==> config.mk <==
export PLATFORM = sky130hd
export DESIGN_NAME = sensor_poll_supervisor
export DESIGN_NICKNAME = d
export VERILOG_FILES = /design/src/sv/sps_pkg.sv /design/src/sv/sps_step.sv /design/src/sv/sensor_poll_supervisor.sv
export VERILOG_INCLUDE_DIRS = /design/src /design/src/sv
export SDC_FILE = /design/constraint.sdc
export NUM_CORES = 1
export LEC_CHECK = 0
export BUFFER_PORTS_ARGS = -buffer_cell sky130_fd_sc_hd__clkbuf_2
export CORE_MARGIN = 2
export CORE_UTILIZATION = 45
export CTS_CLUSTER_DIAMETER = 120
export CTS_CLUSTER_SIZE = 16
export DETAILED_ROUTE_END_ITERATION = 16
export PLACE_DENSITY = 0.6
export SLEW_MARGIN = 20
export SYNTH_ARGS = -nofsm -noshare
export SYNTH_HDL_FRONTEND = slang
export SYNTH_SLANG_ARGS = --single-unit
==> constraint.sdc <==
create_clock -name clk -period 14.7 [get_ports clk]
set_clock_uncertainty 0.15 [all_clocks]
set_input_delay 1.47 -clock clk [delete_from_list [all_inputs] [get_ports clk]]
set_output_delay 1.47 -clock clk [all_outputs]
set_load 0.01 [all_outputs]
==> src/sv/sensor_poll_supervisor_macros.svh <==
// assertion macros used by the sensor poll supervisor top level
`ifndef SENSOR_POLL_SUPERVISOR_MACROS_SVH
`define SENSOR_POLL_SUPERVISOR_MACROS_SVH

// checked while out of reset
`define SPS_ASSERT(lbl, prop, msg) \
  lbl: assert property (@(posedge clk) disable iff (!rst_n) prop) else $error(msg);

// checked at every edge, reset included
`define SPS_ASSERT_ALWAYS(lbl, prop, msg) \
  lbl: assert property (@(posedge clk) prop) else $error(msg);

`endif

==> src/sv/sps_pkg.sv <==
// types and constants shared by the sensor poll supervisor
`default_nettype none
package sps_pkg;

  localparam int unsigned StampW = 32;
  localparam int unsigned TempW  = 12;
  localparam int unsigned CountW = 8;
  localparam int unsigned IntvW  = 16;

  localparam logic signed [TempW-1:0] TEMP_LOW_LIMIT  = -12'sd880;
  localparam logic signed [TempW-1:0] TEMP_HIGH_LIMIT = 12'sd2000;
  localparam logic [CountW-1:0]       ERROR_CEILING   = 8'hFF;

  localparam logic [IntvW-1:0]  READ_INTERVAL_RST = 16'd2000;
  localparam logic [IntvW-1:0]  CONVERSION_RST    = 16'd750;
  localparam logic [CountW-1:0] MAX_ERRORS_RST    = 8'd3;

  typedef struct packed {
    logic [StampW-1:0]       now_ms;
    logic                    probe_found;
    logic [CountW-1:0]       probe_count;
    logic signed [TempW-1:0] sample_value;
    logic                    take_changed;
  } in_word_t;

  typedef struct packed {
    logic                    start_conversion;
    logic                    probe_used;
    logic                    sample_used;
    logic signed [TempW-1:0] temperature;
    logic                    reading_valid;
    logic                    changed_taken;
    logic [CountW-1:0]       error_total;
    logic [CountW-1:0]       device_total;
    logic                    converting;
  } out_word_t;

  typedef struct packed {
    logic [IntvW-1:0]  read_interval_ms;
    logic [IntvW-1:0]  conversion_ms;
    logic [CountW-1:0] max_errors;
  } sps_cfg_t;

  typedef struct packed {
    logic                    converting;
    logic                    device_known;
    logic                    first_due;
    logic [StampW-1:0]       last_read_stamp;
    logic [StampW-1:0]       conversion_stamp;
    logic signed [TempW-1:0] held_temperature;
    logic                    valid_flag;
    logic                    changed_flag;
    logic [CountW-1:0]       error_counter;
    logic [CountW-1:0]       device_counter;
  } sps_state_t;

endpackage
`default_nettype wire

==> src/sv/sps_step.sv <==
// per-tick decision logic: next supervisor state and result word
`default_nettype none
module sps_step
  import sps_pkg::*;
(
  input  sps_state_t st,
  input  sps_cfg_t   cfg,
  input  in_word_t   word,
  output sps_state_t st_nxt,
  output out_word_t  res
);

  logic [StampW-1:0] since_read;
  logic [StampW-1:0] since_conv;
  logic              due;
  logic              conv_done;
  logic              go;
  logic              start;
  logic              probed;
  logic              judged;
  logic              bad;
  logic              taken;
  sps_state_t        s;

  assign since_read = word.now_ms - st.last_read_stamp;
  assign since_conv = word.now_ms - st.conversion_stamp;
  assign due        = st.first_due ||
                      (since_read >= {{(StampW-IntvW){1'b0}}, cfg.read_interval_ms});
  assign conv_done  = since_conv >= {{(StampW-IntvW){1'b0}}, cfg.conversion_ms};
  assign bad        = (word.sample_value < TEMP_LOW_LIMIT) ||
                      (word.sample_value > TEMP_HIGH_LIMIT);

  always_comb begin
    s      = st;
    start  = 1'b0;
    probed = 1'b0;
    judged = 1'b0;
    taken  = 1'b0;
    go     = 1'b1;
    if (!st.converting) begin
      if (due) begin
        if (!st.device_known) begin
          probed           = 1'b1;
          s.device_counter = word.probe_count;
          s.device_known   = word.probe_found;
          if (word.probe_found) begin
            s.error_counter = '0;
          end else begin
            s.last_read_stamp = word.now_ms;
            s.first_due       = 1'b0;
            go                = 1'b0;
          end
        end
        if (go) begin
          start              = 1'b1;
          s.conversion_stamp = word.now_ms;
          s.converting       = 1'b1;
          s.first_due        = 1'b0;
        end
      end
    end else if (conv_done) begin
      judged            = 1'b1;
      s.last_read_stamp = word.now_ms;
      s.converting      = 1'b0;
      if (bad) begin
        if (st.error_counter < ERROR_CEILING) begin
          s.error_counter = st.error_counter + 8'd1;
        end
        if (s.error_counter >= cfg.max_errors) begin
          s.device_known = 1'b0;
          if (st.valid_flag) begin
            s.valid_flag   = 1'b0;
            s.changed_flag = 1'b1;
          end
        end
      end else begin
        s.error_counter = '0;
        if (!st.valid_flag || (word.sample_value != st.held_temperature)) begin
          s.held_temperature = word.sample_value;
          s.valid_flag       = 1'b1;
          s.changed_flag     = 1'b1;
        end
      end
    end
    if (word.take_changed) begin
      taken          = s.changed_flag;
      s.changed_flag = 1'b0;
    end
  end

  assign st_nxt = s;

  always_comb begin
    res.start_conversion = start;
    res.probe_used       = probed;
    res.sample_used      = judged;
    res.temperature      = s.held_temperature;
    res.reading_valid    = s.valid_flag;
    res.changed_taken    = taken;
    res.error_total      = s.error_counter;
    res.device_total     = s.device_counter;
    res.converting       = s.converting;
  end

endmodule
`default_nettype wire

==> src/sv/sensor_poll_supervisor.sv <==
// top level of the sensor poll supervisor: word registers, state and config
// One result word per input word, sustained at one word per clock when the
// result side keeps ready high. A word is captured in an input register, runs
// through the tick decision logic in the next cycle and lands in the result
// register together with the state update once that register is empty or being
// drained by out_ready. Config registers (0 read interval, 1 conversion time,
// 2 error limit) are written through cfg_we/cfg_index/cfg_wdata; index 3 is
// ignored. Write them only while no word is in flight.
`default_nettype none
`include "sensor_poll_supervisor_macros.svh"
module sensor_poll_supervisor
  import sps_pkg::*;
(
  input  wire logic       clk,
  input  wire logic       rst_n,
  input  wire logic       in_valid,
  output logic            in_ready,
  input  wire in_word_t   in_data,
  output logic            out_valid,
  input  wire logic       out_ready,
  output out_word_t       out_data,
  input  wire logic       cfg_we,
  input  wire logic [1:0] cfg_index,
  input  wire logic [IntvW-1:0] cfg_wdata
);

  localparam logic [1:0] CFG_READ_INTERVAL = 2'd0;
  localparam logic [1:0] CFG_CONVERSION    = 2'd1;
  localparam logic [1:0] CFG_MAX_ERRORS    = 2'd2;

  sps_cfg_t   cfg_r;
  sps_state_t st_r;
  sps_state_t st_nxt;
  in_word_t   in_word_r;
  logic       in_valid_r;
  out_word_t  out_word_r;
  out_word_t  res;
  logic       out_valid_r;
  logic       advance;

  assign advance   = in_valid_r && (!out_valid_r || out_ready);
  assign in_ready  = !in_valid_r || advance;
  assign out_valid = out_valid_r;
  assign out_data  = out_word_r;

  sps_step u_step (
    .st     (st_r),
    .cfg    (cfg_r),
    .word   (in_word_r),
    .st_nxt (st_nxt),
    .res    (res)
  );

  always_ff @(posedge clk) begin
    if (!rst_n) begin
      cfg_r.read_interval_ms <= READ_INTERVAL_RST;
      cfg_r.conversion_ms    <= CONVERSION_RST;
      cfg_r.max_errors       <= MAX_ERRORS_RST;
    end else if (cfg_we) begin
      case (cfg_index)
        CFG_READ_INTERVAL: cfg_r.read_interval_ms <= cfg_wdata;
        CFG_CONVERSION:    cfg_r.conversion_ms    <= cfg_wdata;
        CFG_MAX_ERRORS:    cfg_r.max_errors       <= cfg_wdata[CountW-1:0];
        default: ;
      endcase
    end
  end

  always_ff @(posedge clk) begin
    if (!rst_n) begin
      st_r.converting       <= 1'b0;
      st_r.device_known     <= 1'b0;
      st_r.first_due        <= 1'b1;
      st_r.last_read_stamp  <= '0;
      st_r.conversion_stamp <= '0;
      st_r.held_temperature <= '0;
      st_r.valid_flag       <= 1'b0;
      st_r.changed_flag     <= 1'b0;
      st_r.error_counter    <= '0;
      st_r.device_counter   <= '0;
      in_valid_r            <= 1'b0;
      out_valid_r           <= 1'b0;
    end else begin
      if (advance) begin
        st_r <= st_nxt;
      end
      if (in_ready) begin
        in_valid_r <= in_valid;
      end
      if (advance) begin
        out_valid_r <= 1'b1;
      end else if (out_ready) begin
        out_valid_r <= 1'b0;
      end
    end
  end

  always_ff @(posedge clk) begin
    if (in_valid && in_ready) begin
      in_word_r <= in_data;
    end
    if (advance) begin
      out_word_r <= res;
    end
  end

  // input stage holds its word until it moves on
  `SPS_ASSERT(a_in_hold, in_valid_r && !advance |=> in_valid_r && $stable(in_word_r), "input word lost while stalled")
  // a conversion request always leaves the block converting
  `SPS_ASSERT(a_start_conv, out_valid_r && out_word_r.start_conversion |-> out_word_r.converting, "request without converting")
  // judging a sample always returns to idle
  `SPS_ASSERT(a_judge_idle, out_valid_r && out_word_r.sample_used |-> !out_word_r.converting, "judged sample but still converting")
  // a probe that issues no request leaves the block idle
  `SPS_ASSERT(a_probe_fail, out_valid_r && out_word_r.probe_used && !out_word_r.start_conversion |-> !out_word_r.converting, "failed probe left converting")
  // reset empties both word registers
  `SPS_ASSERT_ALWAYS(a_rst_empty, !rst_n |=> !in_valid_r && !out_valid_r, "words survive reset")

endmodule
`default_nettype wire
Yosys cells after proc, flatten, opt, wreduce, memory -nomap -nowiden
Cells that the tools add are included.
W data, S select, Z words.
{"block": "classes", "shift": 0, "n_reduce_logical": 21, "n_lt_le_gt_ge": 6, "div_mod_pow": 0, "muxes": 37, "eq_ne": 10, "n_bitwise": 2, "addsub": 3, "mul": 0}
{"cell": "$mux W32", "n": 3}
{"cell": "$mux W67", "n": 1}
{"cell": "$ge A32 B16 Y1", "n": 2}
{"cell": "$sub A32 B32 Y32", "n": 2}
{"cell": "$mux W8", "n": 7}
{"cell": "$mux W34", "n": 1}
{"cell": "$mux W33", "n": 1}
{"cell": "$mux W16", "n": 2}
{"cell": "$mux W14", "n": 2}
{"cell": "$mux W22", "n": 1}
{"cell": "$reduce_and A5 Y1", "n": 3}
{"cell": "$mux W1", "n": 14}
{"cell": "$gt A12 B12 Y1 const B", "n": 1}
{"cell": "$lt A12 B11 Y1 const B", "n": 1}
{"cell": "$mux W12", "n": 1}
{"cell": "$ne A12 B12 Y1", "n": 1}
{"cell": "$ne A2 B1 Y1 const B", "n": 6}
{"cell": "$mux W10", "n": 1}
{"cell": "$add A8 B1 Y8 const B", "n": 1}
{"cell": "$ge A8 B8 Y1", "n": 1}
{"cell": "$lt A8 B8 Y1 const B", "n": 1}
{"cell": "$mux W2", "n": 3}
{"cell": "$reduce_and A2 Y1", "n": 3}
{"cell": "$logic_or A1 B1 Y1", "n": 5}
{"cell": "other kinds (10)", "n": 15}
{"block": "totals", "ramBits": 0, "elab_cells": 108, "input_bits": 77, "mem_count": 0, "regBits": 227, "latch_bits": 0, "romBits": 0, "out_inout_bits": 36}

Depth between registers and ports, before layout
{"block": "logic_depth", "word_depth": 11, "ltp_mapped": 24, "ltp_nobuf": 22}

Cells and area by module
A second synthesis with hierarchy kept.
{"block": "hier_totals", "cells_unflattened": 1686, "area_unflattened_um2": 14935.6}
{"mod": "sensor_poll_supervisor", "area_each_um2": 8015.2, "n_inst": 1, "seq_area_each_um2": 5425.2, "cells_each": 685}
{"mod": "sps_step", "area_each_um2": 6920.4, "n_inst": 1, "seq_area_each_um2": 0.0, "cells_each": 1001}

Least setup slack after synthesis
Ideal clock, no wire load.
{"block": "synth_path", "path_kind": "reg-to-reg", "from": "register in_word_r[22] (netlist name)", "to": "register out_word_r, in the netlist out_data[1] (data pin)", "setup_ns": 0.262, "arrival_ns": 4.581, "n_path_buf": 1, "required_time_ns": 14.288, "path_slack_ns": 9.707, "synth_period_minus_slack_ns": 4.993, "path_stages_with_launch": 24, "path_cell_list": "edfxtp_1 -> inv_1 -> ha_1 -> fa_1 -> nor2b_1 -> o2111ai_1 -> a21oi_1 -> nor2_1 -> o21ai_0 -> nand3_1 -> nand2_1 -> xor2_1 -> ha_1 -> nand2_1 -> o221ai_1 -> a211o_1 -> a21oi_1 -> nand4_1 -> or4_1 -> nor4_2 -> and3_1 -> buf_4 -> nor3_4 -> mux2_1"}
{"element": "start, declared", "line": "sensor_poll_supervisor.sv:34", "rtl": "in_word_t in_word_r;"}
{"element": "start signal, assigned", "line": "sensor_poll_supervisor.sv:100", "rtl": "in_word_r <= in_data;"}
{"element": "end signal, assigned", "line": "sensor_poll_supervisor.sv:103", "rtl": "out_word_r <= res;"}
{"element": "end, declared", "line": "sensor_poll_supervisor.sv:36", "rtl": "out_word_t out_word_r;"}

Worst setup path after layout
{"block": "layout_path", "from": "register in_word_r[22] (netlist name)", "to": "register st_r[76] (netlist name)"}
{"block": "layout_between", "elab_chain_cells": 5, "elab_cells_between_ends": 8, "classes_between": "2 x add/sub; 2 x order compare; 1 x eq/ne; 3 x reduce/logical"}
{"element": "$sub A32 B32 Y32", "line": "sps_step.sv:25", "rtl": "assign since_read = word.now_ms - st.last_read_stamp;"}
{"element": "$ge A32 B16 Y1", "line": "sps_step.sv:28", "rtl": "(since_read >= {{(StampW-IntvW){1'b0}}, cfg.read_interval_ms});"}
{"element": "$logic_or A1 B1 Y1", "line": "sps_step.sv:27", "rtl": "assign due = st.first_due ||"}
{"element": "$reduce_bool A2 Y1 (no line)"}
{"element": "$reduce_and A5 Y1 (no line) *"}
{"element": "end signal, assigned", "line": "sensor_poll_supervisor.sv:85", "rtl": "st_r <= st_nxt;"}
{"element": "end, declared", "line": "sensor_poll_supervisor.sv:32", "rtl": "sps_state_t st_r;"}
Mark *: on every way between the ends. The rest lies on a longest branch, timed or not.
A chain may end at the register's enable or synchronous reset.

==> reports/qor_table.md <==
| Group | Item | Value |
| --- | --- | --- |
| status | Status | complete, no violations |
| synth | Most frequently used flop master after synthesis | dfxtp_1 |
| routing | Wire per inst | 18.3 µm |
| timing | Post-layout min period | 6.25 ns |
| placed design | Weighted congestion reported at the end of routability-driven placement | 0.929 |
| grt | Pin count of the biggest net entering global routing | 85 |
| synth | Yosys cell types | 88 |
| worst hold path | Min-Delay Path Depth | 2 |
| synth | Simple-gate share of the synthesized area | 16.9% |
| setup path | Number of cells on the critical path | 23 |
| timing | Peak Freq | 0.160 GHz |
| grt | GR Overflow Total | 0 |
| setup path | Data arrival time of the critical path | 6.47 ns |
| setup path | Cells along the critical path | inv_1 > ha_1 > fa_1 > nor2b_1 > o2111ai_1 > a21oi_1 > nor2_1 > o21ai_0 > nand3_1 > nand2_1 > xor2_1 > ha_1 > a211oi_1 > o221ai_1 > a211o_1 > a21oi_1 > nand4_1 > or4_1 > nor4_2 > nand4_1 > buf_4 > nand3_1 > mux2i_1 |
| setup path | Crit path max-delay family | simple AND/OR/NAND/NOR gates |
| synth | Main combinational cell family by area after synthesis | compound AO/OA/AOI/OAI gates |
| clock network | Hold Buf Count CTS | 0 |
| worst hold path | Worst min path class | flop to flop |
| layout | Final instance count without filler cells | 2105 |
| clock network | Quantity of gates resized following cts | 0 |
| grt | Vias in the first global route | 11400 |
| synth | Fraction of synthesis flops using an asynchronous set or reset pin | 0% |
| timing | Count of pins over their slew limit | 0 |
| synth | Netlist area before placement | 14200 µm² |
| setup path | Required time worst endpoint | 14.93 ns |
| layout | Fill cell total of the finished layout | 2975 |
| clock network | H-tree level count | 1 |
| timing | Number of failing hold endpoints at the final stage | 0 |
| power | Leakage power summed over all cells | 5.93 nW |
| routing | Number of design-rule violations left by the first detailed-router iteration | 916 |
| clock network | # clock sinks | 227 |
| clock network | CTS root buf | clkbuf_16 |
| placed design | Sum of net half-perimeters after detailed placement | 28.5 mm |
| timing | Final clock period utilization by the worst path | 42.5% |
| timing | Tightest Pin Transition | 1.03 ns |
| clock network | CTS Buf Count | 18 |
| power | Total power divided by cell area | 97.2 nW/µm² |
| floorplanning | Area of the core region | 30800 µm² |
| grt | Combined global-route utilization of all metal layers | 23.0% |
| layout | Syn-to-layout area delta | 9.40% |
| routing | DRC viols | 0 |
| timing | Setup TNS | 0 ns |
| job | Max capacitance violation total | 0 |
| synth | Post-synth net total | 1824 |
| layout | Final-stage net count | 1880 |
| synth | Instance count of the mapped netlist | 1642 |
| power | Peak supply drop | 0.0836 mV |
| grt | First-pass GRT wire length | 61.8 mm |
| clock network | Number of buffers on the longest clock path | 3 |
| routing | Final Routed Wirelength | 38.6 mm |
| setup path | Worst setup path category | flop to flop |
| layout | Commonest non-fill, non-tap cell in the layout | nand2_1 |
| setup path | Count of buffer and inverter cells on the critical path | 2 |
| floorplanning | Die Outline Area | 32900 µm² |
| synth | Xor/xnor cell area share of the yosys netlist | 3.28% |
| routing | Topmost layer with routed signal wires | met4 |
| layout | Leading cell types in the layout, fill and taps excluded | 179 x nand2_1, 164 x a21oi_1, 139 x dfxtp_1 |
| synth | Post-synthesis share of cell area spent on full adders, half adders and majority gates | 9.38% |
| clock network | Source-to-sink clock delay at the later pin of the worst-skew pair | 0.51 ns |
| layout | Ratio of cells with drive above 1 in the final layout | 10.8% |
| setup path | Type of element launching the critical path | flop |
| setup path | Largest driver fanout on the critical path | 19 |
| routing | Sum of routed wire segments on met1 | 19.0 mm |
| routing | Routed wire length on met2 | 16.8 mm |
| setup path | Highest cell delay on the worst timing path | 0.70 ns |
| timing | Endpoints failing setup | 0 |
| placed design | Placed Cells | 2074 |
| routing | Via Count | 12200 |
| setup path | Number of cells on the worst reg-to-reg path | 23 |
| floorplanning | Effective utilization at floorplan | 46.0% |
| placed design | Port Buffers | 112 |
| synth | Count of flip-flops with a built-in enable after synthesis | 88 |
| floorplanning | Horiz. Die Dim | 181 µm |
| clock network | Number of buffers added for setup after CTS | 0 |
| floorplanning | Count of boundary I/O pins | 113 |
| synth | Number of synthesis warnings | 0 |
| routing | Initial DRT Pass Iterations | 5 |
| floorplanning | # rows | 64 |
| synth | Yosys reg bits | 227 |
| setup path | Cell type of the slowest stage on the worst timing path | nand4_1 |
| synth | Avg Inst Size Synth | 8.63 µm² |
| synth | Fraction of the mapped netlist area in compound gates | 20.4% |
| setup path | Endpoint class of the critical path | flop |
| timing | Max transition margin | 31.1% |
| synth | Multiplexer share of the synthesized area | 5.38% |
| layout | Core utilization of the finished layout | 50.3% |
| routing | Post-DRT Antenna Nets | 0 |
| routing | Wire length on met3 | 1.75 mm |
| clock network | Clock slew at the register clock pins of the worst setup and hold paths | 0.08 ns |
| timing | Setup repair after global routing missed its margin | false |
| routing | Avg Vias per Cell | 5.79 |
| floorplanning | Die Y-Extent | 181 µm |
| grt | Number of antenna violations at the first check in global routing | 1 |
| clock network | TritonCTS clock tree | yes |
| power | Final Power | 1.51 mW |
| synth | Post-synthesis sequential area ratio | 38.3% |
-- worst paths after layout --
path,from,slack (ns),to
worst max-delay path,in_word_r[22],8.45,st_r[76]
worst min-delay path,cfg_r[19],0.31,cfg_r[19]
worst max register to register,in_word_r[22],8.45,st_r[76]
worst min register to register,cfg_r[19],0.31,cfg_r[19]
-- synth_stat cells, types with 14 or more instances --
cell type	instances	area, µm²
mux2_1	18	203
o21ai_0	110	551
a211oi_1	14	105
a21oi_1	165	826
o211ai_1	28	210
o21a_1	14	105
dfxtp_1	139	2780
nand2_1	179	672
edfxtp_1	88	2640
inv_1	133	499
nand3_1	113	566
ha_1	103	1290
xnor2_1	29	254
nor2_1	65	244
nand4_1	28	175
mux2i_1	48	480
clkbuf_1	57	214
nand2b_1	14	87.6
nor3_1	15	75.1
buf_2	21	105
a21o_1	32	240
xor2_1	24	210
-- layout make-up --
cell class                 count  area [µm²]  area share, %
antenna                        1        2.50         0.0161
clock buffer                  29         513           3.31
clock inverter                 1        16.3          0.105
inverter                     134         503           3.25
multi-input combinational   1192        7890           50.9
sequential                   227        5430           35.0
tap                          396         495           3.20
timing repair buffer         125         658           4.25
-- routing by layer --
metal,vias up,track usage [%]
met3,60,2.83
met5,-,0
met1,5816,33.7
met4,0,6.57
li1,6016,-
met2,304,35.8
-- state kept, by name, summed over array words and instances (netlist names) --
signal      count
st_r           97
in_word_r      54
cfg_r          40
out_data       34
in_valid_r      1
out_valid       1
-- where the power goes --
| group | leakage (nW) | switching (mW) | internal, mW |
|---|---|---|---|
| combinational | 3.69 | 0.206 | 0.123 |
| clock | 0.253 | 0.232 | 0.241 |
| sequential | 1.98 | 0.0212 | 0.682 |
-- worst register-to-register path: cells and delay by family, from the launching register on --
kind                     cells  cell delay (ns)
AO/OA/AOI/OAI                7             1.61
XOR/XNOR                     1             0.07
adder cells (fa/ha/maj)      3             0.80
buffers and inverters        2             0.55
flip-flops                   1             0.38
multiplexers                 1             0.08
AND/OR/NAND/NOR              9             2.47
-- cell families after synthesis --
| kind of cell | after synthesis |
|---|---|
| buffers and inverters | 223 |
| muxes | 73 |
| DFF | 227 |
| AOI/OAI and AO/OA | 468 |
| adders and majority gates | 105 |
| xor gates and xnor gates | 53 |
| and+or+nand+nor | 493 |
-- metrics by stage --
step,worst slack [ns],instance area [µm²],hold slack (ns)
2_1_floorplan,9.71,14200,0.277
3_3_place_gp,8.80,15000,0.292
3_5_place_dp,8.57,15000,0.301
4_1_cts,8.51,15500,0.312
5_1_grt,7.93,15500,0.328
6_report,8.45,15500,0.310
(Power assumes the default switching activity.)
